### src/rtl/vmsr_pkg.sv
// ----------------------------------------------------------------------------
// vmsr_pkg
// shared types and constants of the guest msr register file
// ----------------------------------------------------------------------------
package vmsr_pkg;

  // operation codes
  localparam logic [1:0] FUNC_READ      = 2'd0;
  localparam logic [1:0] FUNC_WRITE     = 2'd1;
  localparam logic [1:0] FUNC_CHK_READ  = 2'd2;
  localparam logic [1:0] FUNC_CHK_WRITE = 2'd3;

  // result status codes
  localparam logic [1:0] ST_OK      = 2'd0;
  localparam logic [1:0] ST_INVALID = 2'd1;
  localparam logic [1:0] ST_NOTSUP  = 2'd2;

  // configuration register indexes
  localparam logic [2:0] CFG_SYSCALL_EN  = 3'd0;
  localparam logic [2:0] CFG_TSC_AUX_EN  = 3'd1;
  localparam logic [2:0] CFG_ADDR_WIDTH  = 3'd2;
  localparam logic [2:0] CFG_DEBUGCTL_MSK = 3'd3;
  localparam logic [2:0] CFG_SMM_MODE    = 3'd4;
  localparam logic [2:0] CFG_PAGING_ON   = 3'd5;
  localparam logic [2:0] CFG_FS_BASE     = 3'd6;
  localparam logic [2:0] CFG_GS_BASE     = 3'd7;

  localparam logic [6:0] ADDR_WIDTH_RESET = 7'd48;

  // msr numbers
  localparam logic [31:0] IDX_SEP_CS       = 32'h0000_0174;
  localparam logic [31:0] IDX_SYSENTER_ESP = 32'h0000_0175;
  localparam logic [31:0] IDX_SYSENTER_EIP = 32'h0000_0176;
  localparam logic [31:0] IDX_DEBUGCTL     = 32'h0000_01d9;
  localparam logic [31:0] IDX_PAT          = 32'h0000_0277;
  localparam logic [31:0] IDX_EFER         = 32'hc000_0080;
  localparam logic [31:0] IDX_STAR         = 32'hc000_0081;
  localparam logic [31:0] IDX_LSTAR        = 32'hc000_0082;
  localparam logic [31:0] IDX_CSTAR        = 32'hc000_0083;
  localparam logic [31:0] IDX_SFMASK       = 32'hc000_0084;
  localparam logic [31:0] IDX_FS_BASE      = 32'hc000_0100;
  localparam logic [31:0] IDX_GS_BASE      = 32'hc000_0101;
  localparam logic [31:0] IDX_KGSBASE      = 32'hc000_0102;
  localparam logic [31:0] IDX_TSC_AUX      = 32'hc000_0103;

  // efer bits
  localparam int unsigned EFER_LME_BIT = 8;
  localparam int unsigned EFER_LMA_BIT = 10;
  localparam logic [63:0] EFER_LMA     = 64'h0000_0000_0000_0400;
  localparam logic [63:0] EFER_ALLOWED = 64'h0000_0000_0000_0d01;

  // configuration seen by the execution logic
  typedef struct packed {
    logic        syscall_en;
    logic        tsc_aux_en;
    logic [63:0] canon_mask;   // bits that must all match for a canonical address
    logic [63:0] debugctl_mask;
    logic        smm_mode;
    logic        paging_on;
    logic [63:0] fs_base;
    logic [63:0] gs_base;
  } cfg_t;

endpackage

### src/rtl/vmsr_cfg.sv
// ----------------------------------------------------------------------------
// vmsr_cfg
// configuration registers, with the canonical mask derived at write time
// ----------------------------------------------------------------------------
module vmsr_cfg (
  input  logic                clk,
  input  logic                rst,
  input  logic                cfg_we,
  input  logic [2:0]          cfg_index,
  input  logic [63:0]         cfg_data,
  output vmsr_pkg::cfg_t      cfg
);

  vmsr_pkg::cfg_t cfg_q;

  // mask over bits [63:w-1], w clamped to 32..64; empty at 64 and above
  function automatic logic [63:0] canon_mask_of(input logic [6:0] w);
    logic [6:0] wc;
    logic [5:0] sh;
    begin
      wc = (w < 7'd32) ? 7'd32 : w;
      sh = 6'(wc - 7'd1);
      canon_mask_of = (wc >= 7'd64) ? 64'd0 : ({64{1'b1}} << sh);
    end
  endfunction

  always_ff @(posedge clk) begin
    if (rst) begin
      cfg_q.syscall_en    <= 1'b0;
      cfg_q.tsc_aux_en    <= 1'b0;
      cfg_q.canon_mask    <= canon_mask_of(vmsr_pkg::ADDR_WIDTH_RESET);
      cfg_q.debugctl_mask <= '0;
      cfg_q.smm_mode      <= 1'b0;
      cfg_q.paging_on     <= 1'b0;
      cfg_q.fs_base       <= '0;
      cfg_q.gs_base       <= '0;
    end else if (cfg_we) begin
      unique case (cfg_index)
        vmsr_pkg::CFG_SYSCALL_EN:   cfg_q.syscall_en    <= cfg_data[0];
        vmsr_pkg::CFG_TSC_AUX_EN:   cfg_q.tsc_aux_en    <= cfg_data[0];
        vmsr_pkg::CFG_ADDR_WIDTH:   cfg_q.canon_mask    <= canon_mask_of(cfg_data[6:0]);
        vmsr_pkg::CFG_DEBUGCTL_MSK: cfg_q.debugctl_mask <= cfg_data;
        vmsr_pkg::CFG_SMM_MODE:     cfg_q.smm_mode      <= cfg_data[0];
        vmsr_pkg::CFG_PAGING_ON:    cfg_q.paging_on     <= cfg_data[0];
        vmsr_pkg::CFG_FS_BASE:      cfg_q.fs_base       <= cfg_data;
        vmsr_pkg::CFG_GS_BASE:      cfg_q.gs_base       <= cfg_data;
        default:                    cfg_q.syscall_en    <= cfg_q.syscall_en;
      endcase
    end
  end

  assign cfg = cfg_q;

endmodule

### src/rtl/vmsr_exec.sv
// ----------------------------------------------------------------------------
// vmsr_exec
// msr decode, value checks and the guest register state
// ----------------------------------------------------------------------------
module vmsr_exec (
  input  logic            clk,
  input  logic            rst,
  input  logic            fire,
  input  logic [1:0]      func,
  input  logic [31:0]     msr_index,
  input  logic [63:0]     write_value,
  input  logic            smm_flag,
  input  vmsr_pkg::cfg_t  cfg,
  output logic [1:0]      status,
  output logic [63:0]     read_data
);

  logic [31:0] sep_cs_reg;
  logic [63:0] sysenter_esp_reg, sysenter_eip_reg, debugctl_reg, pat_reg, efer_reg;
  logic [63:0] star_reg, lstar_reg, cstar_reg, sfmask_reg, kgsbase_reg, tsc_aux_reg;

  logic hit_cs, hit_esp, hit_eip, hit_dbg, hit_pat, hit_efer;
  logic hit_star, hit_lstar, hit_cstar, hit_sfmask, hit_fs, hit_gs, hit_kgs, hit_tsc;
  logic present_wr, present_rd, present_chk;
  logic canon_ok, pat_ok, value_ok, do_write;
  logic [63:0] canon_bits, rd_mux;

  assign hit_cs     = (msr_index == vmsr_pkg::IDX_SEP_CS);
  assign hit_esp    = (msr_index == vmsr_pkg::IDX_SYSENTER_ESP);
  assign hit_eip    = (msr_index == vmsr_pkg::IDX_SYSENTER_EIP);
  assign hit_dbg    = (msr_index == vmsr_pkg::IDX_DEBUGCTL);
  assign hit_pat    = (msr_index == vmsr_pkg::IDX_PAT);
  assign hit_efer   = (msr_index == vmsr_pkg::IDX_EFER);
  assign hit_star   = (msr_index == vmsr_pkg::IDX_STAR);
  assign hit_lstar  = (msr_index == vmsr_pkg::IDX_LSTAR);
  assign hit_cstar  = (msr_index == vmsr_pkg::IDX_CSTAR);
  assign hit_sfmask = (msr_index == vmsr_pkg::IDX_SFMASK);
  assign hit_fs     = (msr_index == vmsr_pkg::IDX_FS_BASE);
  assign hit_gs     = (msr_index == vmsr_pkg::IDX_GS_BASE);
  assign hit_kgs    = (msr_index == vmsr_pkg::IDX_KGSBASE);
  assign hit_tsc    = (msr_index == vmsr_pkg::IDX_TSC_AUX);

  // every writable index has storage, so write presence covers both
  assign present_wr = hit_cs | hit_esp | hit_eip | hit_dbg | hit_pat | hit_efer
                    | (cfg.syscall_en & (hit_star | hit_lstar | hit_cstar
                                         | hit_sfmask | hit_kgs))
                    | (cfg.tsc_aux_en & hit_tsc);
  assign present_rd  = present_wr | hit_fs | hit_gs;
  assign present_chk = (func == vmsr_pkg::FUNC_CHK_WRITE) ? present_wr : present_rd;

  assign canon_bits = write_value & cfg.canon_mask;
  assign canon_ok   = (canon_bits == 64'd0) || (canon_bits == cfg.canon_mask);

  // memory types 2, 3 and above 7 are reserved
  always_comb begin
    pat_ok = 1'b1;
    for (int i = 0; i < 8; i++) begin
      if (write_value[8*i+3 +: 5] != 5'd0 || write_value[8*i+1 +: 2] == 2'b01) begin
        pat_ok = 1'b0;
      end
    end
  end

  always_comb begin
    value_ok = 1'b1;
    if (hit_sfmask || hit_tsc) begin
      value_ok = (write_value[63:32] == 32'd0);
    end else if (hit_esp || hit_eip || hit_lstar || hit_cstar || hit_kgs) begin
      value_ok = canon_ok;
    end else if (hit_dbg) begin
      value_ok = ((write_value & ~cfg.debugctl_mask) == 64'd0);
    end else if (hit_pat) begin
      value_ok = pat_ok;
    end else if (hit_efer) begin
      value_ok = ((write_value & ~vmsr_pkg::EFER_ALLOWED) == 64'd0)
               && !(cfg.paging_on && (write_value[vmsr_pkg::EFER_LME_BIT]
                                      != efer_reg[vmsr_pkg::EFER_LME_BIT]));
    end
  end

  assign rd_mux = ({64{hit_cs}}     & {32'd0, sep_cs_reg})
                | ({64{hit_esp}}    & sysenter_esp_reg)
                | ({64{hit_eip}}    & sysenter_eip_reg)
                | ({64{hit_dbg}}    & debugctl_reg)
                | ({64{hit_pat}}    & pat_reg)
                | ({64{hit_efer}}   & efer_reg)
                | ({64{hit_star}}   & star_reg)
                | ({64{hit_lstar}}  & lstar_reg)
                | ({64{hit_cstar}}  & cstar_reg)
                | ({64{hit_sfmask}} & sfmask_reg)
                | ({64{hit_fs}}     & cfg.fs_base)
                | ({64{hit_gs}}     & cfg.gs_base)
                | ({64{hit_kgs}}    & kgsbase_reg)
                | ({64{hit_tsc}}    & tsc_aux_reg);

  always_comb begin
    status    = vmsr_pkg::ST_OK;
    read_data = 64'd0;
    do_write  = 1'b0;
    unique case (func)
      vmsr_pkg::FUNC_READ: begin
        if (present_rd) read_data = rd_mux;
        else status = vmsr_pkg::ST_INVALID;
      end
      vmsr_pkg::FUNC_WRITE: begin
        if (present_wr && value_ok) do_write = 1'b1;
        else status = vmsr_pkg::ST_INVALID;
      end
      default: begin
        priority if (smm_flag != cfg.smm_mode) begin
          status = vmsr_pkg::ST_INVALID;
        end else if (!present_chk) begin
          status = vmsr_pkg::ST_NOTSUP;
        end else if (func == vmsr_pkg::FUNC_CHK_WRITE && !value_ok) begin
          status = vmsr_pkg::ST_INVALID;
        end else begin
          status = vmsr_pkg::ST_OK;
        end
      end
    endcase
  end

  always_ff @(posedge clk) begin
    if (rst) begin
      sep_cs_reg       <= '0;
      sysenter_esp_reg <= '0;
      sysenter_eip_reg <= '0;
      debugctl_reg     <= '0;
      pat_reg          <= '0;
      efer_reg         <= '0;
      star_reg         <= '0;
      lstar_reg        <= '0;
      cstar_reg        <= '0;
      sfmask_reg       <= '0;
      kgsbase_reg      <= '0;
      tsc_aux_reg      <= '0;
    end else if (fire && do_write) begin
      if (hit_cs)     sep_cs_reg       <= write_value[31:0];
      if (hit_esp)    sysenter_esp_reg <= write_value;
      if (hit_eip)    sysenter_eip_reg <= write_value;
      if (hit_dbg)    debugctl_reg     <= write_value;
      if (hit_pat)    pat_reg          <= write_value;
      // lma is owned by the cpu, the guest write keeps it
      if (hit_efer)   efer_reg <= (write_value & ~vmsr_pkg::EFER_LMA)
                                | (efer_reg & vmsr_pkg::EFER_LMA);
      if (hit_star)   star_reg         <= write_value;
      if (hit_lstar)  lstar_reg        <= write_value;
      if (hit_cstar)  cstar_reg        <= write_value;
      if (hit_sfmask) sfmask_reg       <= write_value;
      if (hit_kgs)    kgsbase_reg      <= write_value;
      if (hit_tsc)    tsc_aux_reg      <= write_value;
    end
  end

  a_sfmask_upper_zero: assert property (@(posedge clk) disable iff (rst)
    sfmask_reg[63:32] == 32'd0 && tsc_aux_reg[63:32] == 32'd0)
    else $error("sfmask or tsc_aux holds upper bits");

  a_efer_reserved_zero: assert property (@(posedge clk) disable iff (rst)
    (efer_reg & ~vmsr_pkg::EFER_ALLOWED) == 64'd0)
    else $error("efer holds reserved bits");

  a_efer_lma_kept: assert property (@(posedge clk) disable iff (rst)
    $past(!rst) |-> efer_reg[vmsr_pkg::EFER_LMA_BIT] == $past(efer_reg[vmsr_pkg::EFER_LMA_BIT]))
    else $error("efer lma changed by a write");

  a_lme_locked: assert property (@(posedge clk) disable iff (rst)
    (cfg.paging_on && fire) |=> efer_reg[vmsr_pkg::EFER_LME_BIT]
                                == $past(efer_reg[vmsr_pkg::EFER_LME_BIT]))
    else $error("efer lme changed while paging is on");

endmodule

### src/rtl/virtual_msr_register_file_top.sv
// ----------------------------------------------------------------------------
// virtual_msr_register_file_top
// guest model-specific register file with stream input and output
// ----------------------------------------------------------------------------
// Each input beat is one msr access (read, write, check read, check write)
// and produces exactly one output beat with a status and read data. An access
// is taken into an input register, decoded and checked combinationally,
// and its result lands in an output register at the same edge that a write
// updates the register state, so the next access already sees it. Throughput
// is one access per clock while m_tready does not stall the output. The input
// side keeps taking beats while a result waits in the output register, as
// long as the input register is empty. Configuration (register enables,
// address width, debugctl mask, smm mode, paging, fs/gs base) is written
// through cfg_we/cfg_index/cfg_data and should only change while no access is
// in flight. There is no clearing pass after reset.
// ----------------------------------------------------------------------------
module virtual_msr_register_file_top (
  input  logic          clk,
  input  logic          rst,

  // configuration write port
  input  logic          cfg_we,
  input  logic [2:0]    cfg_index,
  input  logic [63:0]   cfg_data,

  // access input
  input  logic          s_tvalid,
  output logic          s_tready,
  input  logic [103:0]  s_tdata,   // func[1:0], msr_index[33:2], write_value[97:34], zero pad
  input  logic          s_tuser,   // smm_flag

  // result output
  output logic          m_tvalid,
  input  logic          m_tready,
  output logic [71:0]   m_tdata    // status[1:0], read_data[65:2], zero pad
);

  vmsr_pkg::cfg_t cfg;

  // input register
  logic        in_valid;
  logic [1:0]  in_func;
  logic [31:0] in_index;
  logic [63:0] in_value;
  logic        in_smm;

  // output register
  logic        out_valid;
  logic [1:0]  out_status;
  logic [63:0] out_data;

  logic        out_load, fire, s_beat;
  logic [1:0]  exec_status;
  logic [63:0] exec_data;

  assign out_load = !out_valid || m_tready;
  assign fire     = in_valid && out_load;
  assign s_tready = !in_valid || out_load;
  assign s_beat   = s_tvalid && s_tready;

  vmsr_cfg u_cfg (
    .clk       (clk),
    .rst       (rst),
    .cfg_we    (cfg_we),
    .cfg_index (cfg_index),
    .cfg_data  (cfg_data),
    .cfg       (cfg)
  );

  vmsr_exec u_exec (
    .clk         (clk),
    .rst         (rst),
    .fire        (fire),
    .func        (in_func),
    .msr_index   (in_index),
    .write_value (in_value),
    .smm_flag    (in_smm),
    .cfg         (cfg),
    .status      (exec_status),
    .read_data   (exec_data)
  );

  // input stage: control
  always_ff @(posedge clk) begin
    if (rst) begin
      in_valid <= 1'b0;
    end else if (s_beat) begin
      in_valid <= 1'b1;
    end else if (fire) begin
      in_valid <= 1'b0;
    end
  end

  // input stage: payload
  always_ff @(posedge clk) begin
    if (s_beat) begin
      in_func  <= s_tdata[1:0];
      in_index <= s_tdata[33:2];
      in_value <= s_tdata[97:34];
      in_smm   <= s_tuser;
    end
  end

  // output stage: control
  always_ff @(posedge clk) begin
    if (rst) begin
      out_valid <= 1'b0;
    end else if (fire) begin
      out_valid <= 1'b1;
    end else if (m_tready) begin
      out_valid <= 1'b0;
    end
  end

  // output stage: payload
  always_ff @(posedge clk) begin
    if (fire) begin
      out_status <= exec_status;
      out_data   <= exec_data;
    end
  end

  assign m_tvalid = out_valid;
  assign m_tdata  = {6'd0, out_data, out_status};

  a_ready_only_when_blocked: assert property (@(posedge clk) disable iff (rst)
    !s_tready |-> (in_valid && out_valid && !m_tready))
    else $error("input stalled without a full pipe");

  a_status_code_known: assert property (@(posedge clk) disable iff (rst)
    out_valid |-> (out_status == vmsr_pkg::ST_OK || out_status == vmsr_pkg::ST_INVALID
                   || out_status == vmsr_pkg::ST_NOTSUP))
    else $error("unknown status code");

  a_data_zero_on_error: assert property (@(posedge clk) disable iff (rst)
    (out_valid && out_status != vmsr_pkg::ST_OK) |-> out_data == 64'd0)
    else $error("read data on a failed access");

  a_fire_moves_item: assert property (@(posedge clk) disable iff (rst)
    fire |=> out_valid)
    else $error("processed access produced no result");

endmodule

### config.mk
export PLATFORM = sky130hd
export DESIGN_NAME = virtual_msr_register_file_top
export DESIGN_NICKNAME = d
export VERILOG_FILES = /design/src/rtl/vmsr_pkg.sv /design/src/rtl/vmsr_cfg.sv /design/src/rtl/vmsr_exec.sv /design/src/rtl/virtual_msr_register_file_top.sv
export SDC_FILE = /design/constraint.sdc
export NUM_CORES = 2
export LEC_CHECK = 0
export ABC_AREA = 1
export BUFFER_PORTS_ARGS = -buffer_cell sky130_fd_sc_hd__buf_4
export CORE_UTILIZATION = 25
export CTS_BUF_LIST = sky130_fd_sc_hd__clkbuf_4 sky130_fd_sc_hd__clkbuf_8
export DETAILED_ROUTE_END_ITERATION = 8
export MAX_ROUTING_LAYER = met4
export PLACE_DENSITY = 0.45
export SLEW_MARGIN = 20
export SYNTH_ARGS = -nofsm -noshare
export SYNTH_HDL_FRONTEND = slang
export SYNTH_SLANG_ARGS = --single-unit
### constraint.sdc
create_clock -name clk -period 3.79 [get_ports clk]
set_input_delay 0.758 -clock clk [delete_from_list [all_inputs] [get_ports clk]]
set_output_delay 0.758 -clock clk [all_outputs]
set_load 0.02 [all_outputs]
# Yosys cells after proc, flatten, opt, wreduce, memory -nomap -nowiden
# Index checks and enable logic that the tools add are counted.
op_classes:
  eq_ne: 34
  bitwise_logic: 46
  n_addsub: 1
  magnitude_cmp: 2
  reduce_logical: 64
  shift: 1
  n_mux: 28
op_table:
  columns: ["op", "count"]
  rows:
  - ["$and 64x64->64", 15]
  - ["$or 64x64->64", 13]
  - ["$eq 32x32->1 const B", 9]
  - ["$logic_not 64->1", 3]
  - ["$eq 32x9->1 const B", 4]
  - ["$and 64x32->64", 1]
  - ["$eq 64x64->1", 1]
  - ["$mux 64", 1]
  - ["$not 64->64", 1]
  - ["$or 64x11->64", 1]
  - ["$shl 64x6->64 const A", 1]
  - ["$reduce_and 2->1", 21]
  - ["$reduce_bool 5->1", 8]
  - ["$eq 32x10->1 const B", 1]
  - ["$logic_not 32->1", 1]
  - ["$mux 1", 23]
  - ["$eq 2x1->1 const B", 9]
  - ["$logic_or 1x1->1", 16]
  - ["$or 1x1->1", 13]
  - ["$eq 3x3->1 const B", 4]
  - ["$ge 7x7->1 const B", 1]
  - ["$logic_and 1x1->1", 7]
  - ["$lt 7x6->1 const B", 1]
  - ["$mux 7", 1]
  - ["12 further kinds", 20]
totals:
  word_cells: 204
  regBits: 1163

# Longest topological paths before layout
depth:
  ltp_word: 20
  depth_mapped: 22

# Modules after synthesis
# A second synthesis with hierarchy kept.
hier_totals:
  cells_unflattened: 7114
  area_unflattened_um2: 50608.5
modules_own_cells:
  columns: ["mod", "cells_each", "n_inst", "area_each_um2"]
  rows:
  - ["vmsr_exec", 5740, 1, 36175.9]
  - ["vmsr_cfg", 1190, 1, 9337.7]
  - ["virtual_msr_register_file_top", 184, 1, 5094.9]

# Worst setup path before layout
# No wires, ideal clock.
synth_path:
  kind: "input-to-reg"
  from: "input m_tready"
  to: "register in_func[0], enable pin"
  setup_slack_ns: 0.298
  n_path_buf: 0
  arrival_ns: 3.039
  required_time_ns: 3.338
  path_stages: 4
  cell_sequence: "inv_1 nand3_1 nand2_1 inv_1"
synth_between:
  elab_chain_cells: 3
synth_lines:
  columns: ["element", "line", "source"]
  rows:
  - ["start, declared", "virtual_msr_register_file_top.sv:34", "input logic m_tready,"]
  - ["$logic_or 1x1->1", "virtual_msr_register_file_top.sv:56", "assign out_load = !out_valid || m_tready;"]
  - ["$logic_or 1x1->1", "virtual_msr_register_file_top.sv:58", "assign s_tready = !in_valid || out_load;"]
  - ["named net s_tready", "virtual_msr_register_file_top.sv:28", "output logic s_tready,"]
  - ["$logic_and 1x1->1", "virtual_msr_register_file_top.sv:59", "assign s_beat = s_tvalid && s_tready;"]
  - ["named net s_beat", "virtual_msr_register_file_top.sv:52", "logic out_load, fire, s_beat;"]
  - ["end signal, assigned", "virtual_msr_register_file_top.sv:97", "in_func <= s_tdata[1:0];"]
  - ["end, declared", "virtual_msr_register_file_top.sv:42", "logic [1:0] in_func;"]
# The timed path passes the listed nets, and every way through them passes these cells.
# A chain may end at the register's enable or synchronous reset.

# Worst setup path after layout
layout_path:
  from: "register in_value[8]"
  to: "register u_exec.pat_reg[33]"
layout_between:
  elab_chain_cells: 14
  word_cells_on_any_way: 20
layout_lines:
  columns: ["element", "line", "source"]
  rows:
  - ["start, declared", "virtual_msr_register_file_top.sv:44", "logic [63:0] in_value;"]
  - ["start signal, assigned", "virtual_msr_register_file_top.sv:99", "in_value <= s_tdata[97:34];"]
  - ["$ne 1x1->1", "vmsr_exec.sv:77", "!= efer_reg[vmsr_pkg::EFER_LME_BIT]));"]
  - ["$logic_and 1x1->1", "vmsr_exec.sv:76", "&& !(cfg.paging_on && (write_value[vmsr_pkg::EFER_LME_BIT]"]
  - ["$logic_not 1->1", "vmsr_exec.sv:76", null]
  - ["$logic_and 1x1->1", "vmsr_exec.sv:76", null]
  - ["$mux 1", "vmsr_exec.sv:74", "end else if (hit_efer) begin"]
  - ["$mux 1", "vmsr_exec.sv:72", "end else if (hit_pat) begin"]
  - ["$mux 1", "vmsr_exec.sv:70", "end else if (hit_dbg) begin"]
  - ["$mux 1 (*)", "vmsr_exec.sv:68", "end else if (hit_esp || hit_eip || hit_lstar || hit_cstar || hit_kgs) begin"]
  - ["$mux 1 (*)", "vmsr_exec.sv:66", "if (hit_sfmask || hit_tsc) begin"]
  - ["$logic_and 1x1->1 (*)", "vmsr_exec.sv:106", "if (present_wr && value_ok) do_write = 1'b1;"]
  - ["$mux 1 (*)", "vmsr_exec.sv:106", null]
  - ["$mux 1 (*)", "vmsr_exec.sv:100", "unique case (func)"]
  - ["$logic_and 1x1->1 (*)", "vmsr_exec.sv:137", "end else if (fire && do_write) begin"]
  - ["$reduce_and 2->1 (no source line) (*)", null, null]
  - ["end signal, assigned", "vmsr_exec.sv:142", "if (hit_pat) pat_reg <= write_value;"]
  - ["end, declared", "vmsr_exec.sv:19", "logic [63:0] sysenter_esp_reg, sysenter_eip_reg, debugctl_reg, pat_reg, efer_reg;"]
# Mark *: on every way between the ends. The rest lies on a longest branch, timed or not.

==> metrics.txt <==
slowest CP cell edfxtp_1; Clock Power Share 46.3%; synthesized area per cell 7.14 µm²; Slew Limit Fails 0; CTS H-tree depth 4; Critical Path Sink u_exec.pat_reg[33]; via count 45300; startpoint types flip-flop; I/O pins 251; Worst Max-Slew Pin Slew 846 ps; Worst Setup End Kind flip-flop; DRT Pass-1 Iters 6; Worst Setup SP in_value[8]; max FFs per register 260; WP data required 4670 ps; final hold vios 0; die height 448 µm; Yosys warnings 0; initial antenna violation count 17; Final Critical Period 3480 ps; reg2reg end u_exec.pat_reg[33]; RSZ-0062 raised after global routing false; drt wl/cell 19.9 µm; largest net degree at the start of global routing 97; cell mode on critical path nand2_1; NetSw 0.00648 W; post-synthesis register bit count 1162; Clock Path Buffers 3; Area Growth Syn to Fin 21.2%; Cell Area, Synth 49800 µm²; Slew Limit Headroom 43.6%; internal power 0.0199 W; Layout Nets 7443; Seq pwr share 48.6%; first-pass GRT wire length 287000 µm; distinct cell type count after synthesis 46; Placed Area 55000 µm²; HPWL after DPL 125000 µm; Clock Skew 39.6 ps; Worst path max stage delay 720 ps; PwrDens 437 nW/µm²; Sw Ratio 24.6%; Initial DRC Count 3521; run status completed; die area 201000 µm²; routability cong. 0.837; finished layout cell area 60400 µm²; final period utilization 91.8%; Async SR Flop Fraction 0%; # DRC 0; PortBufs 238; commonest non-fill, non-tap cells in the layout nor2_1 (1625), nand2_1 (1621), dfxtp_1 (997); Clock Latency Late Sink 960 ps; Die W 448 µm; R2R setup slack 310 ps; Clock transition at path regs 60 ps; GRT overflow 0; ys flop type dfxtp_1; root cell of the clock tree clkbuf_8; Yosys top cell area share 40.1%; Vias per Instance 4.49; MaxCap Viol Count 0; type of the worst setup path flip-flop to flip-flop; row count 163; CTS Sinks 1162; CP max FO 66; layout cell share with drive strength beyond 1 11.2%; CTS Buf Count 199; Core ar. 198000 µm²; most common cell after layout, fill and taps aside nor2_1; setup TNS 0 ps; Starting Density 25.2%; Syn Inst Count 6973; Static Leak 28.7 nW; CTS tree yes; vias in the first global route 42300; FMAX 0.287 GHz; Synth area leaders dfxtp_1 (40%), nor2_1 (12%), nand2_1 (12%), edfxtp_1 (9.9%), inv_1 (6.9%); DRT Wirelength 200000 µm; EDFF count, synth 165; GRT Util Overall 20.1%; sequential share of the synthesized area 50.0%; R2R Path Start in_value[8]; worst path arrival time 4360 ps; top cell type by total area after synthesis dfxtp_1; Hold WC Path Type primary input to flip-flop; Final ANT Viol Nets 0; VDD IR max 0.000395 V; CP cell instances nand2_1, o21ai_0, nor2_1, nand2_1, nor2_1, nand2_1, nor2_1, nand2_1, nand3_1, nand2_1, nand2_2, buf_4, nand4_1, buf_12, nand2_1, nand2_1, nor2_1; # fillers 21200; Setup violations, final 0; R2R cell count 17; Comb pwr share 5.0%
Yosys cell counts, types with 108 or more instances:
library cell / count
nand3_1: 225
a21oi_1: 125
a221oi_1: 123
inv_1: 922
o21ai_0: 338
o22ai_1: 108
nand2_1: 1625
dfxtp_1: 997
edfxtp_1: 165
buf_2: 125
nor2_1: 1629
clkbuf_1: 248
power groups by stage:
stage | logic [W] | clock network (W) | registers (W)
floorplan | 0.000523 | 0 | 0.0131
global placement | 0.00122 | 0 | 0.0131
detailed placement | 0.00123 | 0 | 0.0131
CTS | 0.00133 | 0.0125 | 0.0128
global route | 0.00142 | 0.0130 | 0.0128
finish | 0.00132 | 0.0122 | 0.0128
worst min-delay path by stage:
stage | startpoint | end | slack (ps) | cells after the start
final | cfg_data[53] | u_cfg.cfg[117] | 90 | 3
after detailed placement | u_cfg.cfg[177] | u_cfg.cfg[177] | 450 | 2
after floorplan | u_cfg.cfg[77] | u_cfg.cfg[77] | 420 | 2
after CTS | cfg_data[53] | u_cfg.cfg[53] | 3 | 3
after global routing | cfg_data[49] | u_cfg.cfg[49] | 40 | 3
after global placement | u_cfg.cfg[177] | u_cfg.cfg[177] | 440 | 2
final cells by class:
class                   count  area, µm²  share of cell area [%]
well taps                2640       3300                    5.47
clock inverters            38        230                   0.381
flip-flops and latches   1162      24900                    41.3
clock buffers             326       4040                    6.68
repair buffers            549       5000                    8.28
multi-input cells        4418      19400                    32.1
inverters                 932       3510                    5.82
diodes                      4       10.0                  0.0166
routing by layer:
layer | global-route usage [%] | vias to the layer above | wire [µm]
met4 | 6.38 | 0 | 5870
met2 | 33.0 | 1282 | 95300
met5 | - | - | 0
li1 | - | 22200 | -
met1 | 25.2 | 21400 | 89100
met3 | 2.82 | 307 | 9630
timing repair:
item | CTS | global route
buffers inserted | 0 | 0
setup endpoints to repair | 0 | 0
resized for setup | 0 | 0
hold buffers | 110 | 0
hold endpoints to repair | 118 | 0
logic make-up (layout without fill, tap and decap cells):
kind of cell | count (synthesis) | in the layout | share of synthesized area, %
XOR/XNOR | 2 | 2 | 0.0352
AND/OR/NAND/NOR | 3579 | 3579 | 28.3
buffers and inverters | 1398 | 1845 | 11.3
flip-flops | 1162 | 1162 | 50.0
adder cells (fa/ha/maj) | 4 | 4 | 0.100
other | 1 | 10 | 0.00753
AO/OA/AOI/OAI | 827 | 827 | 10.2
stage by stage:
step                      utilization, %  worst slack, ps  power, W  hold WS (ps)  std cells
after CTS                           30.5              345    0.0267          2.77      10100
after detailed placement            27.8              335    0.0143           445       9591
after floorplan                        -              298    0.0136           425       6978
after global placement              27.8              367    0.0143           439       9591
final                               30.6              309    0.0264          87.1      10100
after global routing                30.6              125    0.0273          39.2      10100
critical path: cells and delay by family (launching register included):
family	cells	cell delay, ps
AND/OR/NAND/NOR	14	2010
buffers and inverters	2	520
flip-flops	1	720
AO/OA/AOI/OAI	1	90
(Power assumes the default switching activity.)
